File: src/hdl/stt_pkg.sv
// Package for the source text tokenizer: token kinds, scanner modes,
// character codes, keyword tables and the result record type.
// No dependencies.
package stt_pkg;

    localparam int OUT_W    = 16;  // width of token_start / token_length
    localparam int KIND_W   = 5;
    localparam int MODE_W   = 3;
    localparam int KW_COUNT = 9;
    localparam int KW_CHARS = 7;   // longest keyword plus padding

    // scanner modes
    localparam logic [MODE_W-1:0] MODE_IDLE  = 3'd0;
    localparam logic [MODE_W-1:0] MODE_IDENT = 3'd1;
    localparam logic [MODE_W-1:0] MODE_INT   = 3'd2;
    localparam logic [MODE_W-1:0] MODE_FLOAT = 3'd3;
    localparam logic [MODE_W-1:0] MODE_EQ    = 3'd4;
    localparam logic [MODE_W-1:0] MODE_HALT  = 3'd5;

    // token kinds
    localparam logic [KIND_W-1:0] K_IDENT = 5'd0;
    localparam logic [KIND_W-1:0] K_INT   = 5'd1;
    localparam logic [KIND_W-1:0] K_FLOAT = 5'd2;
    localparam logic [KIND_W-1:0] K_KW0   = 5'd3;
    localparam logic [KIND_W-1:0] K_LBRK  = 5'd12;
    localparam logic [KIND_W-1:0] K_RBRK  = 5'd13;
    localparam logic [KIND_W-1:0] K_LPAR  = 5'd14;
    localparam logic [KIND_W-1:0] K_RPAR  = 5'd15;
    localparam logic [KIND_W-1:0] K_LBRC  = 5'd16;
    localparam logic [KIND_W-1:0] K_RBRC  = 5'd17;
    localparam logic [KIND_W-1:0] K_COMMA = 5'd18;
    localparam logic [KIND_W-1:0] K_PLUS  = 5'd19;
    localparam logic [KIND_W-1:0] K_MINUS = 5'd20;
    localparam logic [KIND_W-1:0] K_STAR  = 5'd21;
    localparam logic [KIND_W-1:0] K_SLASH = 5'd22;
    localparam logic [KIND_W-1:0] K_EQ    = 5'd23;
    localparam logic [KIND_W-1:0] K_EQEQ  = 5'd24;
    localparam logic [KIND_W-1:0] K_BANG  = 5'd25;
    localparam logic [KIND_W-1:0] K_GT    = 5'd26;
    localparam logic [KIND_W-1:0] K_LT    = 5'd27;
    localparam logic [KIND_W-1:0] K_SEMI  = 5'd28;
    localparam logic [KIND_W-1:0] K_COLON = 5'd29;
    localparam logic [KIND_W-1:0] K_END   = 5'd30;
    localparam logic [KIND_W-1:0] K_ERR   = 5'd31;

    // character codes
    localparam logic [7:0] CH_NUL   = 8'd0;
    localparam logic [7:0] CH_TAB   = 8'd9;
    localparam logic [7:0] CH_LF    = 8'd10;
    localparam logic [7:0] CH_SPACE = 8'd32;
    localparam logic [7:0] CH_DOT   = 8'd46;
    localparam logic [7:0] CH_ZERO  = 8'd48;
    localparam logic [7:0] CH_NINE  = 8'd57;
    localparam logic [7:0] CH_EQ    = 8'd61;
    localparam logic [7:0] CH_UNDER = 8'd95;

    localparam logic [KW_COUNT-1:0] ALL_KW = '1;

    // keyword spellings, zero padded, in kind order
    localparam logic [7:0] KW_CHAR [KW_COUNT][KW_CHARS] = '{
        '{"f", "n", 8'h00, 8'h00, 8'h00, 8'h00, 8'h00},
        '{"i", "n", "t", 8'h00, 8'h00, 8'h00, 8'h00},
        '{"l", "o", "n", "g", 8'h00, 8'h00, 8'h00},
        '{"r", "e", "t", "u", "r", "n", 8'h00},
        '{"p", "r", "i", "n", "t", 8'h00, 8'h00},
        '{"i", "f", 8'h00, 8'h00, 8'h00, 8'h00, 8'h00},
        '{"e", "l", "s", "e", 8'h00, 8'h00, 8'h00},
        '{"w", "h", "i", "l", "e", 8'h00, 8'h00},
        '{"f", "o", "r", 8'h00, 8'h00, 8'h00, 8'h00}
    };
    localparam logic [2:0] KW_LEN [KW_COUNT] = '{
        3'd2, 3'd3, 3'd4, 3'd6, 3'd5, 3'd2, 3'd4, 3'd5, 3'd3
    };

    typedef struct packed {
        logic              last;
        logic [OUT_W-1:0]  length;
        logic [OUT_W-1:0]  start;
        logic [KIND_W-1:0] kind;
    } tok_t;

    function automatic logic is_letter(input logic [7:0] c);
        return (c >= "a" && c <= "z") || (c >= "A" && c <= "Z");
    endfunction

    function automatic logic is_digit(input logic [7:0] c);
        return c >= CH_ZERO && c <= CH_NINE;
    endfunction

    // single-character punctuation; K_IDENT means "not punctuation"
    function automatic logic [KIND_W-1:0] punct_kind(input logic [7:0] c);
        logic [KIND_W-1:0] k;
        case (c)
            "[":     k = K_LBRK;
            "]":     k = K_RBRK;
            "(":     k = K_LPAR;
            ")":     k = K_RPAR;
            "{":     k = K_LBRC;
            "}":     k = K_RBRC;
            ",":     k = K_COMMA;
            "+":     k = K_PLUS;
            "-":     k = K_MINUS;
            "*":     k = K_STAR;
            "/":     k = K_SLASH;
            "!":     k = K_BANG;
            ">":     k = K_GT;
            "<":     k = K_LT;
            ";":     k = K_SEMI;
            ":":     k = K_COLON;
            default: k = K_IDENT;
        endcase
        return k;
    endfunction

endpackage

File: src/hdl/source_text_tokenizer.sv
// Source text tokenizer top level: byte-stream scanner and a four-entry
// token queue feeding the result stream. Depends on stt_pkg.
// Latency: a token is offered on m_ in the cycle after the byte ending it is
// accepted, behind any tokens already queued.
// Throughput: one byte per cycle; a byte with two tokens gives two output
// transactions, and s_tready drops while three or more tokens are queued.
module source_text_tokenizer #(
    parameter int POSITION_BITS = 16
) (
    input  logic        aclk,
    input  logic        aresetn,   // synchronous, active low: idle at offset zero
    // input byte stream
    input  logic        s_tvalid,
    output logic        s_tready,
    input  logic [7:0]  s_tdata,   // [7:0] text_byte
    // token stream
    output logic        m_tvalid,
    input  logic        m_tready,
    output logic [39:0] m_tdata,   // [4:0] token_kind, [20:5] token_start,
                                   // [36:21] token_length, [39:37] zero
    output logic        m_tlast    // run_last
);
    import stt_pkg::*;

    localparam int PB    = POSITION_BITS;
    localparam int WIDE  = POSITION_BITS + OUT_W;
    localparam int QD    = 4;   // token queue depth
    localparam logic [PB-1:0] POS_MAX = '1;

    // -------- scanner state --------
    logic [MODE_W-1:0]   mode_reg,  mode_next;
    logic [PB-1:0]       pos_reg,   pos_next;
    logic [PB-1:0]       pstart_reg, pstart_next;
    logic [PB-1:0]       plen_reg,  plen_next;
    logic [KW_COUNT-1:0] cand_reg,  cand_next;

    // -------- token queue --------
    tok_t       q_reg [QD];
    logic [1:0] wr_ptr_reg, rd_ptr_reg;
    logic [2:0] count_reg;

    logic       s_fire, m_fire;
    logic [7:0] c;
    logic       em_a, em_b;     // pending token ended / this byte's own token
    tok_t       tok_a, tok_b, tok_first, tok_second;
    logic [1:0] push_n;

    function automatic logic [PB-1:0] sat_inc(input logic [PB-1:0] v);
        return (v == POS_MAX) ? v : v + 1'b1;
    endfunction

    // saturate a position-width value to the 16-bit result field
    function automatic logic [OUT_W-1:0] to_out(input logic [PB-1:0] v);
        logic [WIDE-1:0] w;
        w = {{OUT_W{1'b0}}, v};
        if (w > WIDE'({OUT_W{1'b1}})) begin
            return {OUT_W{1'b1}};
        end
        return w[OUT_W-1:0];
    endfunction

    // narrow the keyword candidate set by the character at offset idx
    function automatic logic [KW_COUNT-1:0] filter_kw(input logic [KW_COUNT-1:0] m,
                                                      input logic [PB-1:0] idx,
                                                      input logic [7:0] ch);
        logic [KW_COUNT-1:0] r;
        logic [2:0]          i3;
        r  = '0;
        i3 = idx[2:0];
        if (idx < PB'(KW_CHARS)) begin
            for (int i = 0; i < KW_COUNT; i++) begin
                r[i] = m[i] && (i3 < KW_LEN[i]) && (KW_CHAR[i][i3] == ch);
            end
        end
        return r;
    endfunction

    // whole-word keyword match: first candidate whose length equals the word's
    function automatic logic [KIND_W-1:0] ident_kind(input logic [KW_COUNT-1:0] m,
                                                     input logic [PB-1:0] len);
        logic [KIND_W-1:0] k;
        logic              hit;
        k   = K_IDENT;
        hit = 1'b0;
        for (int i = 0; i < KW_COUNT; i++) begin
            if (!hit && m[i] && len == PB'(KW_LEN[i])) begin
                k   = K_KW0 + KIND_W'(i);
                hit = 1'b1;
            end
        end
        return k;
    endfunction

    assign c        = s_tdata;
    assign s_tready = (count_reg <= 3'd2);   // room for two tokens
    assign s_fire   = s_tvalid && s_tready;
    assign m_tvalid = (count_reg != 3'd0);
    assign m_fire   = m_tvalid && m_tready;

    // -------- scanner: one byte per accepted transaction --------
    always_comb begin
        logic fall;
        fall        = 1'b0;
        mode_next   = mode_reg;
        pos_next    = pos_reg;
        pstart_next = pstart_reg;
        plen_next   = plen_reg;
        cand_next   = cand_reg;
        em_a        = 1'b0;
        em_b        = 1'b0;
        tok_a       = '0;
        tok_b       = '0;
        tok_a.start = to_out(pstart_reg);

        unique case (mode_reg) inside
            MODE_HALT: begin
                // discard until end of text, which restarts silently
                if (c == CH_NUL) begin
                    mode_next   = MODE_IDLE;
                    pos_next    = '0;
                    pstart_next = '0;
                    plen_next   = '0;
                    cand_next   = ALL_KW;
                end
            end
            MODE_IDENT: begin
                if (is_letter(c)) begin
                    cand_next = filter_kw(cand_reg, plen_reg, c);
                    plen_next = sat_inc(plen_reg);
                    pos_next  = sat_inc(pos_reg);
                end else begin
                    em_a         = 1'b1;
                    tok_a.kind   = ident_kind(cand_reg, plen_reg);
                    tok_a.length = to_out(plen_reg);
                    fall         = 1'b1;
                end
            end
            MODE_INT, MODE_FLOAT: begin
                if (is_digit(c) || (c == CH_DOT && mode_reg == MODE_INT)) begin
                    if (c == CH_DOT) begin
                        mode_next = MODE_FLOAT;
                    end
                    plen_next = sat_inc(plen_reg);
                    pos_next  = sat_inc(pos_reg);
                end else begin
                    em_a         = 1'b1;
                    tok_a.kind   = (mode_reg == MODE_INT) ? K_INT : K_FLOAT;
                    tok_a.length = to_out(plen_reg);
                    fall         = 1'b1;
                end
            end
            MODE_EQ: begin
                em_a = 1'b1;
                if (c == CH_EQ) begin
                    tok_a.kind   = K_EQEQ;
                    tok_a.length = OUT_W'(2);
                    mode_next    = MODE_IDLE;
                    pos_next     = sat_inc(pos_reg);
                end else begin
                    tok_a.kind   = K_EQ;
                    tok_a.length = OUT_W'(1);
                    fall         = 1'b1;
                end
            end
            default: begin
                fall = 1'b1;
            end
        endcase

        // classify the byte itself from the between-token state
        if (fall) begin
            mode_next   = MODE_IDLE;
            tok_b.start = to_out(pos_reg);
            if (c == CH_NUL) begin
                em_b         = 1'b1;
                tok_b.kind   = K_END;
                tok_b.length = '0;
                pos_next     = '0;
                pstart_next  = '0;
                plen_next    = '0;
                cand_next    = ALL_KW;
            end else begin
                pos_next = sat_inc(pos_reg);
                if (c == CH_SPACE || c == CH_TAB || c == CH_LF) begin
                    // whitespace skipped
                end else if (is_letter(c) || c == CH_UNDER) begin
                    mode_next   = MODE_IDENT;
                    pstart_next = pos_reg;
                    plen_next   = PB'(1);
                    cand_next   = filter_kw(ALL_KW, '0, c);
                end else if (is_digit(c)) begin
                    mode_next   = MODE_INT;
                    pstart_next = pos_reg;
                    plen_next   = PB'(1);
                end else if (c == CH_EQ) begin
                    mode_next   = MODE_EQ;
                    pstart_next = pos_reg;
                    plen_next   = PB'(1);
                end else if (punct_kind(c) != K_IDENT) begin
                    em_b         = 1'b1;
                    tok_b.kind   = punct_kind(c);
                    tok_b.length = OUT_W'(1);
                end else begin
                    em_b         = 1'b1;
                    tok_b.kind   = K_ERR;
                    tok_b.length = OUT_W'(1);
                    mode_next    = MODE_HALT;
                end
            end
        end

        push_n          = {1'b0, em_a} + {1'b0, em_b};
        tok_first       = em_a ? tok_a : tok_b;
        tok_first.last  = (push_n == 2'd1);
        tok_second      = tok_b;
        tok_second.last = 1'b1;
    end

    always_ff @(posedge aclk) begin
        if (!aresetn) begin
            mode_reg   <= MODE_IDLE;
            pos_reg    <= '0;
            pstart_reg <= '0;
            plen_reg   <= '0;
            cand_reg   <= ALL_KW;
        end else if (s_fire) begin
            mode_reg   <= mode_next;
            pos_reg    <= pos_next;
            pstart_reg <= pstart_next;
            plen_reg   <= plen_next;
            cand_reg   <= cand_next;
        end
    end

    // -------- token queue --------
    always_ff @(posedge aclk) begin
        if (s_fire && push_n != 2'd0) begin
            q_reg[wr_ptr_reg] <= tok_first;
        end
        if (s_fire && push_n == 2'd2) begin
            q_reg[wr_ptr_reg + 2'd1] <= tok_second;
        end
    end

    always_ff @(posedge aclk) begin
        if (!aresetn) begin
            wr_ptr_reg <= '0;
            rd_ptr_reg <= '0;
            count_reg  <= '0;
        end else begin
            if (s_fire) begin
                wr_ptr_reg <= wr_ptr_reg + push_n;
            end
            if (m_fire) begin
                rd_ptr_reg <= rd_ptr_reg + 2'd1;
            end
            count_reg <= count_reg + (s_fire ? {1'b0, push_n} : 3'd0)
                         - {2'b0, m_fire};
        end
    end

    assign m_tdata = {3'b000, q_reg[rd_ptr_reg].length, q_reg[rd_ptr_reg].start,
                      q_reg[rd_ptr_reg].kind};
    assign m_tlast = q_reg[rd_ptr_reg].last;

    // -------- assertions --------
    a_queue_bound: assert property (@(posedge aclk) disable iff (!aresetn)
        count_reg <= 3'(QD))
        else $error("token queue overfilled");

    a_halt_silent: assert property (@(posedge aclk) disable iff (!aresetn)
        (s_fire && mode_reg == MODE_HALT) |-> push_n == 2'd0)
        else $error("token produced while discarding after error");

    a_end_restart: assert property (@(posedge aclk) disable iff (!aresetn)
        (s_fire && c == CH_NUL) |=> (pos_reg == '0 && mode_reg == MODE_IDLE))
        else $error("end of text did not restart scanner");

    a_push_room: assert property (@(posedge aclk) disable iff (!aresetn)
        s_fire |-> (count_reg + {1'b0, push_n} <= 3'(QD)))
        else $error("byte accepted without room for its tokens");

endmodule

File: config.mk
export PLATFORM = sky130hd
export DESIGN_NAME = source_text_tokenizer
export DESIGN_NICKNAME = d
export VERILOG_FILES = /design/src/hdl/stt_pkg.sv /design/src/hdl/source_text_tokenizer.sv
export SDC_FILE = /design/constraint.sdc
export NUM_CORES = 1
export LEC_CHECK = 0
export ABC_AREA = 0
export BUFFER_PORTS_ARGS = -buffer_cell sky130_fd_sc_hd__buf_2
export CORE_MARGIN = 2
export CORE_UTILIZATION = 25
export CTS_CLUSTER_DIAMETER = 150
export DETAILED_ROUTE_END_ITERATION = 6
export GPL_TIMING_DRIVEN = 1
export PLACE_DENSITY = 0.48
export SLEW_MARGIN = 20
export SYNTH_ARGS = -nofsm -noshare
export SYNTH_HDL_FRONTEND = slang
export SYNTH_SLANG_ARGS = --single-unit
File: constraint.sdc
create_clock -name aclk -period 4.1 [get_ports aclk]
set_input_delay 0 -clock aclk [delete_from_list [all_inputs] [get_ports aclk]]
set_output_delay 0 -clock aclk [all_outputs]
set_load 0.1 [all_outputs]
==> impl_metrics.prom, run 1 <==
# TYPE chip_impl_metric gauge
chip_impl_metric{name="cts.repair_timing.setup_buffer_count",unit=""} 0
chip_impl_info{name="clock-root-buffer",value="sky130_fd_sc_hd__clkbuf_16"} 1
chip_impl_metric{name="pwr_density_cell",unit="nW/µm²"} 570
chip_impl_metric{name="worst-slew-pin-transition",unit="ns"} 1.05
chip_impl_metric{name="avgRoutedWirePerCell",unit="µm"} 21.5
chip_impl_metric{name="dieWidth",unit="µm"} 223
chip_impl_metric{name="floorplan.die_area",unit="µm²"} 49700
chip_impl_metric{name="post-route-period-util",unit=""} 0.884
chip_impl_metric{name="placed_cells",unit=""} 1775
chip_impl_metric{name="maxClockFrequency",unit="MHz"} 276
chip_impl_metric{name="antenna-diode-count",unit=""} 0
chip_impl_metric{name="number_of_antenna_violations_at_the_first_check_in_global_routing",unit=""} 0
chip_impl_info{name="critical_path.startpoint_type",value="flip-flop"} 1
chip_impl_metric{name="gpl.final_weighted_congestion",unit=""} 0.904
chip_impl_metric{name="coreArea",unit="µm²"} 47500
chip_impl_metric{name="groute.usage.overall",unit=""} 0.154
chip_impl_metric{name="htree_num_levels",unit=""} 1
chip_impl_metric{name="synth-seq-area-share",unit=""} 0.443
chip_impl_metric{name="finalHoldViolCount",unit=""} 0
chip_impl_metric{name="cp_max_fo",unit=""} 16
chip_impl_metric{name="synth.yosys.warnings",unit=""} 0
chip_impl_metric{name="grt_max_degree",unit=""} 65
chip_impl_metric{name="timing.max_slew.rel_slack",unit=""} 0.298
chip_impl_metric{name="layout_cell_share_with_drive_strength_beyond_1",unit=""} 0.176
chip_impl_metric{name="num_rows",unit=""} 80
chip_impl_metric{name="drv_cap",unit=""} 0
chip_impl_metric{name="remaining_drc_errors",unit=""} 0
chip_impl_metric{name="grt_first_pass_wirelength",unit="µm"} 60300
chip_impl_metric{name="cts_num_sinks",unit=""} 221
chip_impl_metric{name="postSynth.asyncResetShare",unit=""} 0
chip_impl_metric{name="hold_buf_cts",unit=""} 1
chip_impl_metric{name="leakage",unit="nW"} 4.81
chip_impl_metric{name="layout-area-overhead-vs-synth",unit="%"} 15.5
chip_impl_metric{name="clock_insertion_delay_worst_skew",unit="ns"} 0.53
chip_impl_metric{name="setup_tns",unit="ns"} 0
chip_impl_metric{name="synthDistinctLibCells",unit=""} 81
chip_impl_metric{name="drt.antenna.violating_nets",unit=""} 0
chip_impl_metric{name="power.ir.vdd_worst",unit="mV"} 0.289
chip_impl_metric{name="average_cell_area_after_synthesis",unit="µm²"} 10.2
chip_impl_metric{name="routed_wl",unit="µm"} 39200
chip_impl_metric{name="ys_ff_latch",unit=""} 221
chip_impl_info{name="worst_hold_path_type",value="input pin to flip-flop"} 1
chip_impl_info{name="timing_worst_setup_path_type",value="flip-flop to flip-flop"} 1
chip_impl_metric{name="dpl.hpwl",unit="µm"} 26200
chip_impl_metric{name="cts-buffers-inserted",unit=""} 24
chip_impl_metric{name="io_buffer_count",unit=""} 51
chip_impl_metric{name="critPathArrivalTime",unit="ns"} 4.01
chip_impl_info{name="worstReg2RegEnd",value="q_reg[0][20]$_DFFE_PP_"} 1
chip_impl_metric{name="design.portCount",unit=""} 55
chip_impl_metric{name="r2r_cells",unit=""} 9
chip_impl_metric{name="initial_utilization",unit=""} 0.252
chip_impl_metric{name="min_path_cells",unit=""} 4
chip_impl_metric{name="finalSetupViolations",unit=""} 0
chip_impl_metric{name="number_of_enable_flip_flop_cells_after_synthesis",unit=""} 88
chip_impl_metric{name="finish.cell_count_without_fillers",unit=""} 1820
chip_impl_info{name="ys.flop_type",value="sky130_fd_sc_hd__dfxtp_1"} 1
chip_impl_metric{name="clk_path_buf_depth",unit=""} 3
chip_impl_metric{name="chipHeight",unit="µm"} 223
chip_impl_metric{name="dr_total_vias",unit=""} 10100
chip_impl_info{name="status",value="completed"} 1
chip_impl_metric{name="fin_crit",unit="ns"} 3.62
chip_impl_info{name="cp_capture_type",value="flip-flop"} 1
chip_impl_metric{name="nets",unit=""} 1216
chip_impl_metric{name="vias_in_the_first_global_route",unit=""} 9538
chip_impl_metric{name="gate_count_of_the_mapped_netlist",unit=""} 1170
chip_impl_metric{name="drt-initial-drc-count",unit=""} 1039
chip_impl_metric{name="postCtsResizedCells",unit=""} 0
chip_impl_info{name="hold_path_startpoint",value="m_tready"} 1
chip_impl_metric{name="rrSetupSlack",unit="ns"} 0.48
chip_impl_metric{name="drv_slew",unit=""} 0
chip_impl_metric{name="globalRoute.totalOverflow",unit=""} 0
chip_impl_metric{name="netlist_area",unit="µm²"} 12000
chip_impl_info{name="timing.rr.start",value="mode_reg[2]$_SDFFE_PN0P_"} 1
chip_impl_metric{name="clock_skew",unit="ns"} 0.0148
chip_impl_metric{name="via_density_per_instance",unit=""} 5.53
chip_impl_info{name="unrepaired_setup_endpoints_after_global_routing",value="false"} 1
chip_impl_metric{name="clock_transition_at_the_registers_of_the_reported_paths",unit="ns"} 0.06
chip_impl_metric{name="worst-endpoint-required",unit="ns"} 4.49
chip_impl_info{name="cts_tree",value="built"} 1
chip_impl_metric{name="largest_register_ff_count",unit=""} 152
chip_impl_metric{name="hold-worst-slack",unit="ns"} 0.0490
chip_impl_metric{name="fillers",unit=""} 4915
chip_impl_metric{name="dr.pass1.iters",unit=""} 5
## cell usage after synthesis (17+ instances only)
master	count	area (µm²)
sky130_fd_sc_hd__dfxtp_1	133	2660
sky130_fd_sc_hd__edfxtp_1	88	2640
sky130_fd_sc_hd__clkbuf_1	87	327
sky130_fd_sc_hd__a22o_1	83	727
sky130_fd_sc_hd__nor2_1	72	270
sky130_fd_sc_hd__a32o_1	65	651
sky130_fd_sc_hd__nand2_1	62	233
sky130_fd_sc_hd__a21oi_1	56	280
sky130_fd_sc_hd__o21ai_0	49	245
sky130_fd_sc_hd__mux4_2	38	856
sky130_fd_sc_hd__nand3_1	34	170
sky130_fd_sc_hd__nor3_1	23	115
sky130_fd_sc_hd__inv_1	21	78.8
sky130_fd_sc_hd__xnor2_1	21	184
sky130_fd_sc_hd__o22ai_1	19	119
sky130_fd_sc_hd__nand2b_1	17	106
## worst max-delay path, cell delays in order (launching register included)
cell and delay [ns]:
sky130_fd_sc_hd__dfxtp_1 0.39, sky130_fd_sc_hd__buf_4 0.19, sky130_fd_sc_hd__nand2b_1 0.17, sky130_fd_sc_hd__a21oi_1 0.38, sky130_fd_sc_hd__a22o_4 0.26, sky130_fd_sc_hd__o211ai_1 0.14, sky130_fd_sc_hd__ha_1 0.33, sky130_fd_sc_hd__or4_1 0.55
sky130_fd_sc_hd__o21ai_2 0.78, sky130_fd_sc_hd__a32o_1 0.28
## kinds of logic after synthesis
| kind of cell | share of synthesized area |
|---|---|
| mux | 0.0748 |
| compound gates | 0.240 |
| buf+inv | 0.0470 |
| simple gates | 0.150 |
| xor+xnor | 0.0270 |
| fa+ha+maj | 0.0184 |
| flops | 0.443 |
| other cells | 0.000313 |
## routing by layer
layer / up-vias / part of all wire / global-route usage
li1: 4633 / - / -
met1: 5054 / 0.49 / 0.234
met2: 336 / 0.44 / 0.234
met3: 40 / 0.056 / 0.0169
met4: 0 / 0.016 / 0.0368
met5: - / 0 / 0
## cell type report
type                    instances  area (µm²)  share of cell area
clock buffers                  28         667              0.0482
inverters                      23        86.3             0.00624
clock inverters                16         219              0.0158
multi-input cells             811        6120               0.442
well taps                     615         769              0.0556
flip-flops and latches        221        5310               0.383
repair buffers                106         671              0.0484
## how the worst max path moves through the flow
stage	from	endpoint	slack [ns]	cells after the start
3_3_place_gp	s_tdata[6]	count_reg[2]$_SDFF_PN0_	0.35	15
4_1_cts	mode_reg[2]$_SDFFE_PN0P_	q_reg[0][19]$_DFFE_PP_	0.52	9
2_1_floorplan	count_reg[1]$_SDFF_PN0_	count_reg[2]$_SDFF_PN0_	0.12	13
6_report	mode_reg[2]$_SDFFE_PN0P_	q_reg[0][20]$_DFFE_PP_	0.48	9
5_1_grt	mode_reg[2]$_SDFFE_PN0P_	q_reg[0][6]$_DFFE_PP_	0.31	9
3_5_place_dp	s_tdata[6]	count_reg[2]$_SDFF_PN0_	0.35	15
## cells in the final DEF, fill, tap and decap left out, drive strengths merged, types with 20 or more instances in the layout
| master | synthesis | routed |
|---|---|---|
| o22ai | 20 | 20 |
| nand3 | 34 | 34 |
| o21ai | 57 | 57 |
| edfxtp | 88 | 88 |
| a21oi | 56 | 56 |
| buf | 29 | 105 |
| clkbuf | 88 | 28 |
| inv | 22 | 24 |
| nand2 | 62 | 62 |
| xnor2 | 21 | 21 |
| nor3 | 25 | 25 |
| dfxtp | 133 | 133 |
| nor2 | 73 | 73 |
| a22o | 84 | 84 |
| a32o | 65 | 65 |
| mux4 | 38 | 38 |
## per-stage QoR
step | total power [W] | utilization | setup slack [ns] | cell area (µm²)
floorplan | 0.00479 | - | 0.118 | 12000
detailed placement | 0.00553 | 0.272 | 0.350 | 12900
finish | 0.00790 | 0.291 | 0.477 | 13800
global placement | 0.00553 | 0.272 | 0.351 | 12900
CTS | 0.00796 | 0.291 | 0.525 | 13800
global route | 0.00822 | 0.291 | 0.315 | 13800
## report_power, final
group | leakage (nW) | internal [W] | switching (W)
Combinational | 2.38 | 0.000706 | 0.00213
Clock | 0.439 | 0.00148 | 0.000932
Sequential | 1.99 | 0.00249 | 0.000152
Total | 4.81 | 0.00469 | 0.00321
(Power assumes the default switching activity.)
==> run 2, diff against run 1 <==
- CORE_ASPECT_RATIO: not set -> 0.75
- CORE_UTILIZATION: 25 -> 51
- PLACE_DENSITY: 0.48 -> 0.77
- TNS_END_PERCENT: not set -> 20
==> impl_metrics.prom, run 2 (same netlist as run 1, synthesis figures left out) <==
# TYPE chip_impl_metric gauge
chip_impl_metric{name="maxClockFrequency",unit="MHz"} 275
chip_impl_metric{name="globalRoute.totalOverflow",unit=""} 0
chip_impl_metric{name="clock_transition_at_the_registers_of_the_reported_paths",unit="ns"} 0.06
chip_impl_info{name="timing.rr.start",value="mode_reg[0]$_SDFFE_PN0P_"} 1
chip_impl_metric{name="io_buffer_count",unit=""} 51
chip_impl_metric{name="avgRoutedWirePerCell",unit="µm"} 22.7
chip_impl_metric{name="setup_tns",unit="ns"} 0
chip_impl_metric{name="cts.repair_timing.setup_buffer_count",unit=""} 0
chip_impl_metric{name="routed_wl",unit="µm"} 33800
chip_impl_metric{name="antenna-diode-count",unit=""} 0
chip_impl_metric{name="remaining_drc_errors",unit=""} 0
chip_impl_metric{name="worst-slew-pin-transition",unit="ns"} 1.10
chip_impl_metric{name="grt_first_pass_wirelength",unit="µm"} 53200
chip_impl_metric{name="largest_register_ff_count",unit=""} 152
chip_impl_info{name="critical_path.top_delay_family",value="compound AO/OA/AOI/OAI gates"} 1
chip_impl_info{name="clock-root-buffer",value="sky130_fd_sc_hd__clkbuf_16"} 1
chip_impl_metric{name="finalSetupViolations",unit=""} 0
chip_impl_metric{name="clock_insertion_delay_worst_skew",unit="ns"} 0.52
chip_impl_info{name="critical_path.startpoint_type",value="flip-flop"} 1
chip_impl_metric{name="hold-worst-slack",unit="ns"} 0.0161
chip_impl_metric{name="gpl.final_weighted_congestion",unit=""} 0.926
chip_impl_metric{name="multiInputGateArea",unit="µm²"} 6130
chip_impl_info{name="cts_tree",value="built"} 1
chip_impl_info{name="timing_worst_setup_path_type",value="flip-flop to flip-flop"} 1
chip_impl_metric{name="pwr_density_cell",unit="nW/µm²"} 557
chip_impl_metric{name="grt_util_met3",unit=""} 0.0538
chip_impl_metric{name="seq_area",unit="µm²"} 5310
chip_impl_metric{name="fillers",unit=""} 1962
chip_impl_info{name="status",value="completed"} 1
chip_impl_info{name="final_cell_mix",value="sky130_fd_sc_hd__dfxtp_1 (131), sky130_fd_sc_hd__edfxtp_1 (88), sky130_fd_sc_hd__a22o_1 (83), sky130_fd_sc_hd__nor2_1 (71), sky130_fd_sc_hd__a32o_1 (65)"} 1
chip_impl_info{name="leading_cell_type_in_the_layout_fill_and_taps_excluded",value="sky130_fd_sc_hd__dfxtp_1"} 1
chip_impl_metric{name="vias_in_the_first_global_route",unit=""} 9388
chip_impl_metric{name="cts-buffers-inserted",unit=""} 22
chip_impl_metric{name="nets",unit=""} 1202
chip_impl_metric{name="post_dp_cell_area",unit="µm²"} 12500
chip_impl_metric{name="drv_slew",unit=""} 0
chip_impl_metric{name="layout_cell_share_with_drive_strength_beyond_1",unit=""} 0.158
chip_impl_metric{name="dieWidth",unit="µm"} 181
chip_impl_metric{name="coreArea",unit="µm²"} 23100
chip_impl_info{name="unrepaired_setup_endpoints_after_global_routing",value="false"} 1
chip_impl_metric{name="power.ir.vdd_worst",unit="mV"} 0.375
chip_impl_metric{name="chipHeight",unit="µm"} 137
chip_impl_metric{name="num_rows",unit=""} 48
chip_impl_metric{name="grtUsageMet2",unit=""} 0.390
chip_impl_metric{name="finalHoldViolCount",unit=""} 0
chip_impl_metric{name="post-route-period-util",unit=""} 0.888
chip_impl_metric{name="groute.usage.overall",unit=""} 0.270
chip_impl_metric{name="drt.antenna.violating_nets",unit=""} 0
chip_impl_info{name="worst_hold_path_type",value="input pin to flip-flop"} 1
chip_impl_metric{name="timing.max_slew.rel_slack",unit=""} 0.266
chip_impl_metric{name="timing.critical_path.slowest_cell_delay",unit="ns"} 0.79
chip_impl_metric{name="final_core_util",unit=""} 0.572
chip_impl_metric{name="cts_num_sinks",unit=""} 221
chip_impl_metric{name="drt-initial-drc-count",unit=""} 1478
chip_impl_metric{name="grt_max_degree",unit=""} 61
chip_impl_info{name="grt-busiest-layer",value="met1"} 1
chip_impl_metric{name="clock_skew",unit="ns"} 0.0155
chip_impl_metric{name="dr_total_vias",unit=""} 10300
chip_impl_metric{name="leakage",unit="nW"} 4.65
chip_impl_metric{name="finish.instance_area",unit="µm²"} 13200
chip_impl_metric{name="drv_cap",unit=""} 0
chip_impl_metric{name="fin_crit",unit="ns"} 3.64
chip_impl_info{name="worst_setup_path_startpoint",value="mode_reg[0]$_SDFFE_PN0P_"} 1
chip_impl_metric{name="design.portCount",unit=""} 55
chip_impl_metric{name="initial_utilization",unit=""} 0.520
chip_impl_metric{name="design_power_total",unit="W"} 0.00735
chip_impl_metric{name="via_density_per_instance",unit=""} 6.90
chip_impl_metric{name="floorplan.die_area",unit="µm²"} 24800
chip_impl_metric{name="clk_path_buf_depth",unit=""} 3
chip_impl_metric{name="htree_num_levels",unit=""} 1
chip_impl_info{name="hold_path_startpoint",value="s_tdata[2]"} 1
chip_impl_info{name="cp_capture_type",value="flip-flop"} 1
chip_impl_metric{name="dr.pass1.iters",unit=""} 7
chip_impl_metric{name="cp_max_fo",unit=""} 16
chip_impl_metric{name="met1_usage",unit=""} 0.415
chip_impl_metric{name="dpl.hpwl",unit="µm"} 22600
chip_impl_metric{name="buf_inv_stages_crit_path",unit=""} 0
chip_impl_metric{name="critPathArrivalTime",unit="ns"} 4.01
chip_impl_metric{name="number_of_antenna_violations_at_the_first_check_in_global_routing",unit=""} 0
chip_impl_metric{name="layout-area-overhead-vs-synth",unit="%"} 10.1
chip_impl_metric{name="worst-endpoint-required",unit="ns"} 4.47
chip_impl_info{name="critical-path-slowest-cell",value="sky130_fd_sc_hd__o21ai_2"} 1
chip_impl_info{name="crit_chain",value="nand2b_1 -> a211oi_1 -> nand3_1 -> and3_1 -> ha_1 -> or4_1 -> o21ai_2 -> a32o_1"} 1
## run 2: cell count changes in the layout (fill, tap and decap cells not counted), sizes merged
cell and delta:
bufinv -5, clkinvlp -1, buf -12, inv -1
clkbuf +6, clkinv -3
## run 2: worst reg2reg max path: stages, from the launching register on
cell	delay [ns]
sky130_fd_sc_hd__dfxtp_1	0.49
sky130_fd_sc_hd__nand2b_1	0.16
sky130_fd_sc_hd__a211oi_1	0.38
sky130_fd_sc_hd__nand3_1	0.29
sky130_fd_sc_hd__and3_1	0.28
sky130_fd_sc_hd__ha_1	0.28
sky130_fd_sc_hd__or4_1	0.54
sky130_fd_sc_hd__o21ai_2	0.79
sky130_fd_sc_hd__a32o_1	0.29
## run 2: metrics by stage
stage | std cells | setup slack, ns
2_1_floorplan | 1172 | 0.118
3_3_place_gp | 1448 | 0.446
3_5_place_dp | 1448 | 0.385
4_1_cts | 1489 | 0.577
5_1_grt | 1489 | 0.296
6_report | 1489 | 0.461
## run 2: layout make-up
type | count | area share
clock buffers | 34 | 0.0493
inverters | 23 | 0.00654
clock inverters | 6 | 0.00294
flip-flops and latches | 221 | 0.402
multi-input cells | 811 | 0.464
repair buffers | 94 | 0.0459
well taps | 300 | 0.0285
## run 2: layer usage
layer | routed length, µm | vias up
met1 | 15200 | 4993
met2 | 14300 | 637
met5 | 0 | -
met4 | 567 | 0
li1 | - | 4591
met3 | 3760 | 56
## run 2: final timing paths
check                                                 end  cells past startpoint  slack, ns
worst max-delay path               q_reg[0][13]$_DFFE_PP_                      8       0.46
worst max register to register     q_reg[0][13]$_DFFE_PP_                      8       0.46
worst min-delay path             mode_reg[2]$_SDFFE_PN0P_                      3       0.02
worst min register to register  q_reg[1][37]$_SDFFE_PP1P_                      1       0.47
## run 2: where the power goes
group          switching (W)  internal [W]  leakage [nW]
Sequential          0.000178       0.00249          1.99
Clock               0.000844       0.00110         0.338
Combinational        0.00204      0.000704          2.32
Total                0.00306       0.00429          4.65
## run 2: repair_timing
action | CTS | global route
hold endpoints to repair | 9 | 0
hold buffers | 1 | 0
setup endpoints to repair | 0 | 0
gates resized for setup | 0 | 0
==> run 3, diff against run 2 <==
- CORE_UTILIZATION: 51 -> 42
- GPL_ROUTABILITY_DRIVEN: not set -> 0
- PLACE_DENSITY: 0.77 -> not set
==> impl_metrics.prom, run 3 (same netlist as run 1, synthesis figures left out) <==
# TYPE chip_impl_metric gauge
chip_impl_metric{name="pwr_density_cell",unit="nW/µm²"} 563
chip_impl_metric{name="chipHeight",unit="µm"} 150
chip_impl_metric{name="avgRoutedWirePerCell",unit="µm"} 22.4
chip_impl_metric{name="post-route-period-util",unit=""} 0.887
chip_impl_metric{name="number_of_antenna_violations_at_the_first_check_in_global_routing",unit=""} 0
chip_impl_info{name="timing_worst_setup_path_type",value="flip-flop to flip-flop"} 1
chip_impl_metric{name="rrSetupSlack",unit="ns"} 0.46
chip_impl_metric{name="dieWidth",unit="µm"} 199
chip_impl_metric{name="globalRoute.totalOverflow",unit=""} 0
chip_impl_metric{name="io_buffer_count",unit=""} 51
chip_impl_metric{name="postCtsResizedCells",unit=""} 0
chip_impl_metric{name="clk_path_buf_depth",unit=""} 3
chip_impl_info{name="unrepaired_setup_endpoints_after_global_routing",value="false"} 1
chip_impl_metric{name="worst-endpoint-required",unit="ns"} 4.49
chip_impl_metric{name="design.portCount",unit=""} 55
chip_impl_metric{name="drt.antenna.violating_nets",unit=""} 0
chip_impl_metric{name="floorplan.die_area",unit="µm²"} 29900
chip_impl_info{name="cp_capture_type",value="flip-flop"} 1
chip_impl_metric{name="power.ir.vdd_worst",unit="mV"} 0.302
chip_impl_metric{name="coreArea",unit="µm²"} 28100
chip_impl_info{name="status",value="completed"} 1
chip_impl_info{name="critical_path.top_delay_family",value="compound AO/OA/AOI/OAI gates"} 1
chip_impl_metric{name="grt_max_degree",unit=""} 65
chip_impl_metric{name="cts-buffers-inserted",unit=""} 24
chip_impl_metric{name="vias_in_the_first_global_route",unit=""} 9053
chip_impl_metric{name="hold-worst-slack",unit="ns"} 0.0240
chip_impl_metric{name="finalSetupViolations",unit=""} 0
chip_impl_info{name="clock-root-buffer",value="sky130_fd_sc_hd__clkbuf_16"} 1
chip_impl_metric{name="num_rows",unit=""} 53
chip_impl_metric{name="fillers",unit=""} 2612
chip_impl_metric{name="min_path_cells",unit=""} 4
chip_impl_metric{name="cts_num_sinks",unit=""} 221
chip_impl_info{name="final_cell_mix",value="sky130_fd_sc_hd__dfxtp_1 (131), sky130_fd_sc_hd__edfxtp_1 (88), sky130_fd_sc_hd__a22o_1 (83), sky130_fd_sc_hd__nor2_1 (69), sky130_fd_sc_hd__a32o_1 (65)"} 1
chip_impl_metric{name="groute.usage.overall",unit=""} 0.237
chip_impl_info{name="hold_path_startpoint",value="m_tready"} 1
chip_impl_metric{name="maxClockFrequency",unit="MHz"} 275
chip_impl_metric{name="timing.critical_path.slowest_cell_delay",unit="ns"} 0.83
chip_impl_metric{name="clock_transition_at_the_registers_of_the_reported_paths",unit="ns"} 0.06
chip_impl_info{name="timing.rr.start",value="mode_reg[0]$_SDFFE_PN0P_"} 1
chip_impl_metric{name="via_density_per_instance",unit=""} 6.33
chip_impl_metric{name="htree_num_levels",unit=""} 1
chip_impl_metric{name="setup_tns",unit="ns"} 0
chip_impl_metric{name="nets",unit=""} 1205
chip_impl_info{name="critical-path-slowest-cell",value="sky130_fd_sc_hd__o21ai_2"} 1
chip_impl_metric{name="routed_wl",unit="µm"} 35300
chip_impl_metric{name="clock_insertion_delay_worst_skew",unit="ns"} 0.52
chip_impl_metric{name="leakage",unit="nW"} 4.68
chip_impl_info{name="crit_chain",value="nand2b_1 -> a211oi_1 -> nand3_1 -> and3_1 -> ha_1 -> or3_1 -> o21ai_2 -> a32o_1"} 1
chip_impl_metric{name="dr_total_vias",unit=""} 9990
chip_impl_metric{name="post_dp_cell_area",unit="µm²"} 12600
chip_impl_metric{name="dr.pass1.iters",unit=""} 5
chip_impl_metric{name="finish.instance_area",unit="µm²"} 13400
chip_impl_metric{name="remaining_drc_errors",unit=""} 0
chip_impl_info{name="critical_path.startpoint_type",value="flip-flop"} 1
chip_impl_metric{name="largest_register_ff_count",unit=""} 152
chip_impl_metric{name="r2r_cells",unit=""} 8
chip_impl_metric{name="layout-area-overhead-vs-synth",unit="%"} 11.5
chip_impl_metric{name="antenna-diode-count",unit=""} 0
chip_impl_metric{name="clock_skew",unit="ns"} 0.0106
chip_impl_info{name="leading_cell_type_in_the_layout_fill_and_taps_excluded",value="sky130_fd_sc_hd__dfxtp_1"} 1
chip_impl_metric{name="worst-slew-pin-transition",unit="ns"} 1.04
chip_impl_metric{name="drv_slew",unit=""} 0
chip_impl_info{name="worstReg2RegEnd",value="q_reg[1][8]$_DFFE_PP_"} 1
chip_impl_metric{name="fin_crit",unit="ns"} 3.64
chip_impl_metric{name="initial_utilization",unit=""} 0.427
chip_impl_metric{name="cp_max_fo",unit=""} 16
chip_impl_metric{name="drv_cap",unit=""} 0
chip_impl_metric{name="grt_first_pass_wirelength",unit="µm"} 54800
chip_impl_metric{name="dpl.hpwl",unit="µm"} 23800
chip_impl_metric{name="layout_cell_share_with_drive_strength_beyond_1",unit=""} 0.162
chip_impl_metric{name="critPathArrivalTime",unit="ns"} 4.02
chip_impl_info{name="cts_tree",value="built"} 1
chip_impl_metric{name="buf_inv_stages_crit_path",unit=""} 0
chip_impl_metric{name="timing.max_slew.rel_slack",unit=""} 0.304
chip_impl_metric{name="finalHoldViolCount",unit=""} 0
chip_impl_metric{name="drt-initial-drc-count",unit=""} 1121
chip_impl_info{name="worst_hold_path_type",value="input pin to flip-flop"} 1
==> run 3: cell types whose count changed in the layout (fill, tap and decap cells not counted), sizes merged <==
cell    previous run  this run
clkbuf            34        37
bufinv             0         2
clkinv             6         4
buf               93        94
==> run 3: layout make-up <==
class,count,area (µm²),share of cell area
Timing Repair Buffer,95,588,0.0440
Inverter,23,86.3,0.00646
Clock buffer,37,669,0.0501
Multi-Input combinational cell,811,6130,0.459
Tap cell,385,482,0.0361
Sequential cell,221,5310,0.397
Clock inverter,6,95.1,0.00712
==> run 3: where the power goes <==
| part | leakage (nW) | internal [W] | switching (W) |
|---|---|---|---|
| clock | 0.371 | 0.00125 | 0.000856 |
| combinational | 2.32 | 0.000687 | 0.00206 |
| sequential | 1.99 | 0.00250 | 0.000179 |
| total | 4.68 | 0.00443 | 0.00309 |
==> run 3: through the flow <==
stage                     total power (W)  cells  setup WS [ns]   util
after floorplan                   0.00479   1172          0.118      -
after global placement            0.00543   1534          0.401  0.448
after detailed placement          0.00545   1534          0.351  0.448
after CTS                         0.00755   1578          0.505  0.476
after global routing              0.00784   1578          0.302  0.476
final                             0.00753   1578          0.462  0.476
==> run 3: worst max-delay path by stage <==
| stage | start | to | slack, ns | cells after the start |
|---|---|---|---|---|
| final | mode_reg[0]$_SDFFE_PN0P_ | q_reg[1][8]$_DFFE_PP_ | 0.46 | 8 |
| after global routing | mode_reg[0]$_SDFFE_PN0P_ | q_reg[1][16]$_DFFE_PP_ | 0.30 | 11 |
| after CTS | mode_reg[0]$_SDFFE_PN0P_ | q_reg[2][36]$_SDFFE_PP0P_ | 0.50 | 8 |
| after detailed placement | s_tdata[2] | q_reg[2][28]$_SDFFE_PP0P_ | 0.35 | 9 |
| after global placement | s_tdata[2] | q_reg[1][9]$_DFFE_PP_ | 0.40 | 10 |
| after floorplan | count_reg[1]$_SDFF_PN0_ | count_reg[2]$_SDFF_PN0_ | 0.12 | 13 |
==> run 3: repair_timing <==
| item | 4_1_cts | 5_1_grt |
|---|---|---|
| buffers inserted | 0 | 0 |
| hold endpoints to repair | 9 | 0 |
| hold buffers | 1 | 0 |
==> run 3: worst min-delay path: cells and delay by family <==
| family | cells | cell delay, ns |
|---|---|---|
| buffers and inverters | 1 | 0.07 |
| xor gates and xnor gates | 1 | 0.12 |
| and+or+nand+nor | 2 | 0.32 |
==> run 3: per-layer routing <==
metal,track usage,vias to the layer above,routed length (µm)
li1,-,4608,-
met3,0.0479,37,3000
met4,0.0489,0,522
met2,0.322,402,14400
met5,0,-,0
met1,0.379,4943,17400
